==> config.mk <==
export PLATFORM = sky130hd
export DESIGN_NAME = lidar_zone_obstacle_avoider
export DESIGN_NICKNAME = d
export VERILOG_FILES = /design/src/lzoa_pkg.sv /design/src/lidar_zone_obstacle_avoider.sv
export SDC_FILE = /design/constraint.sdc
export NUM_CORES = 1
export LEC_CHECK = 0
export ABC_AREA = 1
export BUFFER_PORTS_ARGS = -buffer_cell sky130_fd_sc_hd__buf_2
export CAP_MARGIN = 20
export CORE_ASPECT_RATIO = 0.7
export CORE_MARGIN = 2
export CORE_UTILIZATION = 35
export CTS_BUF_LIST = sky130_fd_sc_hd__clkbuf_4
export DETAILED_ROUTE_END_ITERATION = 6
export PLACE_DENSITY_LB_ADDON = 0.08
export SYNTH_ARGS = -nofsm -noshare
export SYNTH_HDL_FRONTEND = slang
export SYNTH_SLANG_ARGS = --single-unit
==> constraint.sdc <==
create_clock -name aclk -period 10.35 [get_ports aclk]
set_input_delay 2.07 -clock aclk [delete_from_list [all_inputs] [get_ports aclk]]
set_output_delay 2.07 -clock aclk [all_outputs]
set_load 0.05 [all_outputs]
==> src/lzoa_pkg.sv <==
// Shared types and constants for the lidar zone obstacle avoider.
// No dependencies; imported by the top level and its port checker.
`timescale 1ns / 1ps

package lzoa_pkg;

    // Stream widths
    localparam int S_TDATA_W = 32;
    localparam int S_TUSER_W = 2;
    localparam int M_TDATA_W = 16;
    localparam int CFG_IDX_W = 2;
    localparam int CFG_DATA_W = 16;

    // Item kinds carried on s_tuser
    typedef enum logic [1:0] {
        ACT_POINT = 2'd0,
        ACT_TICK  = 2'd1,
        ACT_DONE  = 2'd2,
        ACT_STEP  = 2'd3
    } action_t;

    // Drive commands
    typedef enum logic [2:0] {
        CMD_NONE    = 3'd0,
        CMD_FORWARD = 3'd1,
        CMD_STOP    = 3'd2,
        CMD_LEFT    = 3'd3,
        CMD_RIGHT   = 3'd4,
        CMD_REVERSE = 3'd5
    } cmd_t;

    // Avoidance state
    typedef enum logic [2:0] {
        MODE_FWD    = 3'd0,
        MODE_DECIDE = 3'd1,
        MODE_LEFT   = 3'd2,
        MODE_RIGHT  = 3'd3,
        MODE_REV    = 3'd4
    } mode_t;

    // Configuration register indexes
    localparam logic [CFG_IDX_W-1:0] CFG_MIN_DIST = 2'd0;
    localparam logic [CFG_IDX_W-1:0] CFG_MAX_DIST = 2'd1;
    localparam logic [CFG_IDX_W-1:0] CFG_TIMEOUT  = 2'd2;

    // Configuration reset values
    localparam logic [CFG_DATA_W-1:0] MIN_DIST_RST = 16'd100;
    localparam logic [CFG_DATA_W-1:0] MAX_DIST_RST = 16'd400;
    localparam logic [CFG_DATA_W-1:0] TIMEOUT_RST  = 16'd300;

    // Sector indexes
    localparam int SEC_FRONT = 0;
    localparam int SEC_LEFT  = 1;
    localparam int SEC_BACK  = 2;
    localparam int SEC_RIGHT = 3;
    localparam int NUM_SEC   = 4;

    // Sector bounds in tenths of a degree, all open intervals
    localparam logic [11:0] FRONT_HI = 12'd3450;
    localparam logic [11:0] FRONT_LO = 12'd150;
    localparam logic [11:0] LEFT_LO  = 12'd750;
    localparam logic [11:0] LEFT_HI  = 12'd1050;
    localparam logic [11:0] BACK_LO  = 12'd1650;
    localparam logic [11:0] BACK_HI  = 12'd1950;
    localparam logic [11:0] RIGHT_LO = 12'd2550;
    localparam logic [11:0] RIGHT_HI = 12'd2850;

endpackage

==> src/lidar_zone_obstacle_avoider.sv <==
// Lidar zone obstacle avoider: sector flags, expiry timer and avoidance FSM.
// Depends on lzoa_pkg.
`timescale 1ns / 1ps

// Every accepted item (lidar point, millisecond tick, drive done or control
// step) yields exactly one result transfer, registered at acceptance, from
// a single output register. The block takes one item per cycle: s_tready is
// high whenever the output register is empty or its transfer completes in the
// same cycle, so throughput is set by the output register alone and drops
// only while the downstream side holds m_tready low. Each item first ages the
// four sector flags against timeout_ms (a tick advances the millisecond count
// before that), then applies its own effect. Points inside the distance
// window [min_distance_mm, max_distance_mm] mark the front, left, back or
// right sector; control steps run the forward / decide / turn / reverse state
// machine and report the command on the result. Configuration writes are
// accepted in every cycle and should only be issued while the block is idle.
// Register indexes: 0 min distance, 1 max distance, 2 timeout; index 3 is
// ignored.
module lidar_zone_obstacle_avoider (
    input  logic                             aclk,
    input  logic                             aresetn,
    // Input stream
    input  logic                             s_tvalid,
    output logic                             s_tready,
    // tdata: angle_tenths[11:0], distance_mm[27:12], radar_hit[28], zero pad
    input  logic [lzoa_pkg::S_TDATA_W-1:0]   s_tdata,
    // tuser: action[1:0]
    input  logic [lzoa_pkg::S_TUSER_W-1:0]   s_tuser,
    // Result stream
    output logic                             m_tvalid,
    input  logic                             m_tready,
    // tdata: command[2:0], nav_state[5:3], front_blocked[6], left_blocked[7],
    //        right_blocked[8], back_blocked[9], zero pad
    output logic [lzoa_pkg::M_TDATA_W-1:0]   m_tdata,
    // Configuration write channel
    input  logic                             cfg_valid,
    output logic                             cfg_ready,
    input  logic [lzoa_pkg::CFG_IDX_W-1:0]   cfg_index,
    input  logic [lzoa_pkg::CFG_DATA_W-1:0]  cfg_data
);

    import lzoa_pkg::*;

    // Configuration registers
    logic [15:0] min_dist_reg;
    logic [15:0] max_dist_reg;
    logic [15:0] timeout_reg;

    // Tracking state
    logic [31:0]        now_reg,       now_next;
    logic [31:0]        last_seen_reg  [NUM_SEC];
    logic [31:0]        last_seen_next [NUM_SEC];
    logic [NUM_SEC-1:0] flags_reg,     flags_next;
    logic [NUM_SEC-1:0] flags_aged;
    mode_t              mode_reg,      mode_next;
    logic               awaiting_reg,  awaiting_next;
    logic               done_reg,      done_next;

    // Output register
    logic                 m_tvalid_reg;
    logic [M_TDATA_W-1:0] m_tdata_reg, m_tdata_next;

    // Decoded input fields
    action_t     action;
    logic [11:0] angle;
    logic [15:0] dist_mm;
    logic        radar;
    logic        in_xfer;
    logic        in_window;
    cmd_t        cmd;
    cmd_t        man_cmd;
    mode_t       man_ret;

    assign action  = action_t'(s_tuser);
    assign angle   = s_tdata[11:0];
    assign dist_mm = s_tdata[27:12];
    assign radar   = s_tdata[28];

    // Accept while the output register is free or draining this cycle
    assign s_tready  = !m_tvalid_reg || m_tready;
    assign in_xfer   = s_tvalid && s_tready;
    assign cfg_ready = 1'b1;

    assign m_tvalid = m_tvalid_reg;
    assign m_tdata  = m_tdata_reg;

    assign in_window = (dist_mm >= min_dist_reg) && (dist_mm <= max_dist_reg);

    // Command and follow-on state of the current manoeuvre
    always_comb begin
        unique case (mode_reg)
            MODE_LEFT: begin
                man_cmd = CMD_LEFT;
                man_ret = MODE_FWD;
            end
            MODE_RIGHT: begin
                man_cmd = CMD_RIGHT;
                man_ret = MODE_FWD;
            end
            default: begin
                man_cmd = CMD_REVERSE;
                man_ret = MODE_DECIDE;
            end
        endcase
    end

    // Next state and result for the item on the input
    always_comb begin
        // A tick advances the ms count before expiry is applied
        now_next = (action == ACT_TICK) ? now_reg + 32'd1 : now_reg;

        // Age every sector against the timeout
        for (int i = 0; i < NUM_SEC; i++) begin
            flags_aged[i] = flags_reg[i] &&
                            !((now_next - last_seen_reg[i]) > {16'd0, timeout_reg});
        end

        flags_next    = flags_aged;
        mode_next     = mode_reg;
        awaiting_next = awaiting_reg;
        done_next     = done_reg;
        cmd           = CMD_NONE;
        for (int i = 0; i < NUM_SEC; i++) begin
            last_seen_next[i] = last_seen_reg[i];
        end

        unique case (action)
            ACT_POINT: begin
                // Sector priority: front, left, back, right
                if (in_window) begin
                    priority if (angle > FRONT_HI || angle < FRONT_LO) begin
                        flags_next[SEC_FRONT]     = 1'b1;
                        last_seen_next[SEC_FRONT] = now_next;
                    end else if (angle > LEFT_LO && angle < LEFT_HI) begin
                        flags_next[SEC_LEFT]      = 1'b1;
                        last_seen_next[SEC_LEFT]  = now_next;
                    end else if (angle > BACK_LO && angle < BACK_HI) begin
                        flags_next[SEC_BACK]      = 1'b1;
                        last_seen_next[SEC_BACK]  = now_next;
                    end else if (angle > RIGHT_LO && angle < RIGHT_HI) begin
                        flags_next[SEC_RIGHT]     = 1'b1;
                        last_seen_next[SEC_RIGHT] = now_next;
                    end
                end
            end
            ACT_TICK: begin
                // Only the count and the expiry above
            end
            ACT_DONE: begin
                awaiting_next = 1'b0;
                done_next     = 1'b1;
            end
            ACT_STEP: begin
                unique case (mode_reg)
                    MODE_FWD: begin
                        if (flags_aged[SEC_FRONT] || radar) begin
                            cmd       = CMD_STOP;
                            mode_next = MODE_DECIDE;
                        end else begin
                            cmd = CMD_FORWARD;
                        end
                    end
                    MODE_DECIDE: begin
                        priority if (!flags_aged[SEC_LEFT]) begin
                            mode_next = MODE_LEFT;
                        end else if (!flags_aged[SEC_RIGHT]) begin
                            mode_next = MODE_RIGHT;
                        end else begin
                            mode_next = MODE_REV;
                        end
                        flags_next = '0;
                    end
                    MODE_LEFT, MODE_RIGHT, MODE_REV: begin
                        priority if (!awaiting_reg && !done_reg) begin
                            // First phase: issue the manoeuvre
                            awaiting_next = 1'b1;
                            cmd           = man_cmd;
                        end else if (awaiting_reg) begin
                            cmd = CMD_NONE;
                        end else begin
                            // Done seen: clean up and move on
                            flags_next[SEC_FRONT] = 1'b0;
                            done_next             = 1'b0;
                            mode_next             = man_ret;
                        end
                    end
                    default: begin
                        mode_next = MODE_DECIDE;
                    end
                endcase
            end
            default: begin
            end
        endcase

        m_tdata_next = {6'd0, flags_next[SEC_BACK], flags_next[SEC_RIGHT],
                        flags_next[SEC_LEFT], flags_next[SEC_FRONT],
                        mode_next, cmd};
    end

    // Configuration registers
    always_ff @(posedge aclk) begin
        if (!aresetn) begin
            min_dist_reg <= MIN_DIST_RST;
            max_dist_reg <= MAX_DIST_RST;
            timeout_reg  <= TIMEOUT_RST;
        end else if (cfg_valid && cfg_ready) begin
            unique case (cfg_index)
                CFG_MIN_DIST: min_dist_reg <= cfg_data;
                CFG_MAX_DIST: max_dist_reg <= cfg_data;
                CFG_TIMEOUT:  timeout_reg  <= cfg_data;
                default: begin
                    // Drop writes to unused indexes
                end
            endcase
        end
    end

    // Tracking state and FSM register: advance on every input transfer
    always_ff @(posedge aclk) begin
        if (!aresetn) begin
            now_reg      <= '0;
            flags_reg    <= '0;
            mode_reg     <= MODE_FWD;
            awaiting_reg <= 1'b0;
            done_reg     <= 1'b0;
            for (int i = 0; i < NUM_SEC; i++) begin
                last_seen_reg[i] <= '0;
            end
        end else if (in_xfer) begin
            now_reg      <= now_next;
            flags_reg    <= flags_next;
            mode_reg     <= mode_next;
            awaiting_reg <= awaiting_next;
            done_reg     <= done_next;
            for (int i = 0; i < NUM_SEC; i++) begin
                last_seen_reg[i] <= last_seen_next[i];
            end
        end
    end

    // Output register: load on input transfer, clear once taken
    always_ff @(posedge aclk) begin
        if (!aresetn) begin
            m_tvalid_reg <= 1'b0;
        end else if (in_xfer) begin
            m_tvalid_reg <= 1'b1;
        end else if (m_tready) begin
            m_tvalid_reg <= 1'b0;
        end
    end

    always_ff @(posedge aclk) begin
        if (in_xfer) begin
            m_tdata_reg <= m_tdata_next;
        end
    end

endmodule

==> out/qor_table.md <==
| Metric | Value |
| --- | --- |
| Mapped Cells | 3124 |
| Clock buffers created by TritonCTS | 61 |
| Number of antenna violations at the first check in global routing | 2 |
| Area enclosed by the die boundary | 61000 um2 |
| Final Net Count | 3527 |
| Largest net degree at the start of global routing | 65 |
| Arrival time of the worst setup path | 7790 ps |
| Pins Over Slew Limit | 0 |
| Critical path start-end classification | input pin to flop |
| Max frequency | 0.137 GHz |
| Time the worst path needs with I/O delays and setup | 7310 ps |
| Clock tree from TritonCTS | yes |
| Max reg flops | 128 |
| Metal-1 WL | 42600 um |
| WL final | 78200 um |
| Via-to-Cell Ratio | 5.05 |
| Post-route DRC violation count | 0 |
| I/O pin count | 76 |
| Commonest non-fill, non-tap cells in the layout | sky130_fd_sc_hd__nand2_1 (902), sky130_fd_sc_hd__inv_1 (596), sky130_fd_sc_hd__nor2_1 (328) |
| Number of max-capacitance violations reported | 0 |
| Skew final | 74.1 ps |
| Length of routed met3 wiring | 4670 um |
| Share of synthesized registers carrying an async set or reset | 0 |
| Area leader, netlist | sky130_fd_sc_hd__edfxtp_1 |
| Total power draw | 2.29 mW |
| Top cells by area, synth | sky130_fd_sc_hd__edfxtp_1 (20%), sky130_fd_sc_hd__nand2_1 (16%), sky130_fd_sc_hd__ha_1 (14%) |
| Longest individual stage delay on the worst path | 840 ps |
| Status | complete, no violations |
| Worst-case vdd ir drop | 0.0000750 V |
| Part of the Yosys area used for sequential elements | 0.288 |
| Hold-fix buffers, CTS | 0 |
| Total setup violations reported at the end of the flow | 0 |
| Tightest Pin Transition | 1050 ps |
| Count of endpoints failing hold in the final timing report | 0 |
| GRT Resource Usage Total | 0.255 |
| Classification of the worst-slack hold path | flop to flop |
| Top routing layer in use | met4 |
| Number of warnings printed during yosys synthesis | 0 |
| Count of filler cells inserted in the layout | 6374 |
| Total grt overflow | 0 |
| Chip height | 207 um |
| Final worst path period share | 0.706 |
| Post-DP HPWL | 66600 um |
| Most common library cell in the layout ignoring fill and taps | sky130_fd_sc_hd__nand2_1 |
| Largest fanout on the critical path | 7 |
| Area delta synth->final | 10.4% |
| Placeable Area | 58300 um2 |
| Vias in the first global route | 19552 |
| Final routed wire length divided by cell count | 19.3 um |
| EDFF count, synth | 138 |
| Sort of element at the start of the critical path | input pin |
| Slowest cell on the critical path | sky130_fd_sc_hd__xor2_1 |
| Required time reported for the critical path endpoint | 10840 ps |
| Most frequent CP cell | sky130_fd_sc_hd__nand2_1 |
| Starting Density | 0.354 |
| Mapped cell area | 20700 um2 |
| Unique masters post-synth | 54 |
| DR pass1 iterations | 5 |
| Tightest slew margin relative to the limit | 0.301 |
| Power density normalized to cell area | 100 nW/um2 |
| Count of vias placed by the detailed router | 20508 |
| Ys flop type | sky130_fd_sc_hd__edfxtp_1 |
| Fraction of final layout cells with drive strength greater than 1 | 0.0701 |
| Iteration-0 DRC count of the detailed router | 1629 |
| Number of port buffers | 65 |
| Final antenna-violating net count | 0 |
| Area share of the largest cell type after synthesis | 0.201 |
| Setup bufs post-CTS | 0 |
| Number of core rows | 74 |
| Buffer depth of the longest clock path | 3 |
| CTS clk-pin slew, worst paths | 70 ps |
| Type of destination of the critical path | flop |
| CTS H-tree depth | 2 |
| Buffer and inverter count on the worst path | 5 |
| Static Leakage | 11.8 nW |
| CTS Root Cell | sky130_fd_sc_hd__clkbuf_4 |
| RSZ-0062 raised after global routing | no |
| GPL Wtd Cong | 0.926 |
| Top cell family by delay on the critical path | simple AND/OR/NAND/NOR gates |
| Avg Cell Area, Syn | 6.61 um2 |
| WL met2 | 29000 um |
| Flip-flop and latch count after synthesis | 228 |
| First-pass GRT wire length | 116000 um |
| TritonCTS Sinks | 228 |
| Overall die width | 294 um |
| Number of gates resized after CTS | 0 |
| Final setup TNS | 0 ps |
| Later-pin clock latency in the skew report | 800 ps |
[kinds of logic after synthesis]
kind of cell	count (synthesis)	synth area share
flip-flops	228	0.288
buffers and inverters	638	0.117
AO/OA/AOI/OAI	403	0.107
AND/OR/NAND/NOR	1537	0.310
other	2	0.000363
XOR/XNOR	87	0.0372
adder cells (fa/ha/maj)	229	0.140
[routing by layer]
metal  track usage  up-vias
met2         0.340      595
met3        0.0275      115
met4        0.0718        0
li1              -    10286
met5             0        -
met1         0.417     9512
[final timing paths]
path	start	end	slack, ps	cells past startpoint
setup / recovery	s_tuser[1]	m_tdata[4]$_DFFE_PP_	3040	35
hold / removal	min_dist_reg[1]$_SDFFE_PN0P_	min_dist_reg[1]$_SDFFE_PN0P_	460	2
setup reg to reg	now_reg[0]$_SDFFE_PN0P_	m_tdata[4]$_DFFE_PP_	4510	32
hold reg to reg	min_dist_reg[1]$_SDFFE_PN0P_	min_dist_reg[1]$_SDFFE_PN0P_	460	2
[final cells by class]
cell class | instances | area, um2 | share of cell area
Multi-Input combinational cell | 2263 | 12300 | 0.541
Sequential cell | 228 | 5950 | 0.261
Inverter | 604 | 2270 | 0.0995
Tap cell | 760 | 951 | 0.0417
Clock buffer | 87 | 653 | 0.0286
Timing Repair Buffer | 83 | 473 | 0.0207
Clock inverter | 29 | 176 | 0.00773
Antenna cell | 4 | 10.0 | 0.000439
[worst register-to-register path: cells and delay by family (launching register included)]
| kind | cells | cell delay (ps) |
|---|---|---|
| simple gates | 23 | 2670 |
| xor+xnor | 2 | 1060 |
| buf+inv | 2 | 150 |
| compound gates | 3 | 530 |
| flops | 1 | 400 |
| fa+ha+maj | 2 | 760 |
[synth_stat cells (2+ instances only)]
| library cell | count |
|---|---|
| sky130_fd_sc_hd__nand3_1 | 153 |
| sky130_fd_sc_hd__o21ai_2 | 2 |
| sky130_fd_sc_hd__nor2_1 | 328 |
| sky130_fd_sc_hd__o21a_1 | 11 |
| sky130_fd_sc_hd__o22ai_1 | 27 |
| sky130_fd_sc_hd__fa_1 | 4 |
| sky130_fd_sc_hd__nand4_1 | 49 |
| sky130_fd_sc_hd__a211oi_1 | 2 |
| sky130_fd_sc_hd__nor4_1 | 9 |
| sky130_fd_sc_hd__nand3b_1 | 15 |
| sky130_fd_sc_hd__o211ai_1 | 15 |
| sky130_fd_sc_hd__nand2_1 | 902 |
| sky130_fd_sc_hd__clkbuf_1 | 26 |
| sky130_fd_sc_hd__ha_1 | 225 |
| sky130_fd_sc_hd__xor2_1 | 76 |
| sky130_fd_sc_hd__a21o_1 | 6 |
| sky130_fd_sc_hd__and3_1 | 2 |
| sky130_fd_sc_hd__o21bai_1 | 12 |
| sky130_fd_sc_hd__nor3_1 | 36 |
| sky130_fd_sc_hd__clkinv_1 | 3 |
| sky130_fd_sc_hd__nor3_2 | 2 |
| sky130_fd_sc_hd__edfxtp_1 | 138 |
| sky130_fd_sc_hd__nand2_2 | 8 |
| sky130_fd_sc_hd__a31oi_1 | 4 |
| sky130_fd_sc_hd__conb_1 | 2 |
| sky130_fd_sc_hd__a21oi_1 | 209 |
| sky130_fd_sc_hd__o21ai_1 | 2 |
| sky130_fd_sc_hd__dfxtp_1 | 90 |
| sky130_fd_sc_hd__o21ai_0 | 104 |
| sky130_fd_sc_hd__buf_4 | 8 |
| sky130_fd_sc_hd__and2_1 | 2 |
| sky130_fd_sc_hd__xnor2_1 | 10 |
| sky130_fd_sc_hd__nand3_2 | 4 |
| sky130_fd_sc_hd__inv_1 | 596 |
| sky130_fd_sc_hd__nor2_4 | 6 |
| sky130_fd_sc_hd__nor2_2 | 15 |
| sky130_fd_sc_hd__inv_2 | 4 |
[metrics by stage]
stage / cell area (um2) / util / worst slack [ps] / hold slack (ps) / std cells
after floorplan: 20700 / - / 4320 / 426 / 3129
after global placement: 21900 / 0.376 / 2470 / 447 / 3937
after detailed placement: 21900 / 0.376 / 2450 / 456 / 3937
after CTS: 22800 / 0.391 / 3220 / 466 / 4053
after global routing: 22800 / 0.391 / 2540 / 486 / 4055
final: 22800 / 0.391 / 3040 / 463 / 4058
[power by group]
| group | total, mW | switching [mW] | internal (mW) |
|---|---|---|---|
| clock network | 0.856 | 0.415 | 0.441 |
| registers | 1.01 | 0.0133 | 0.997 |
| logic | 0.420 | 0.292 | 0.128 |
No activity file was read; power rests on OpenSTA's default activity.
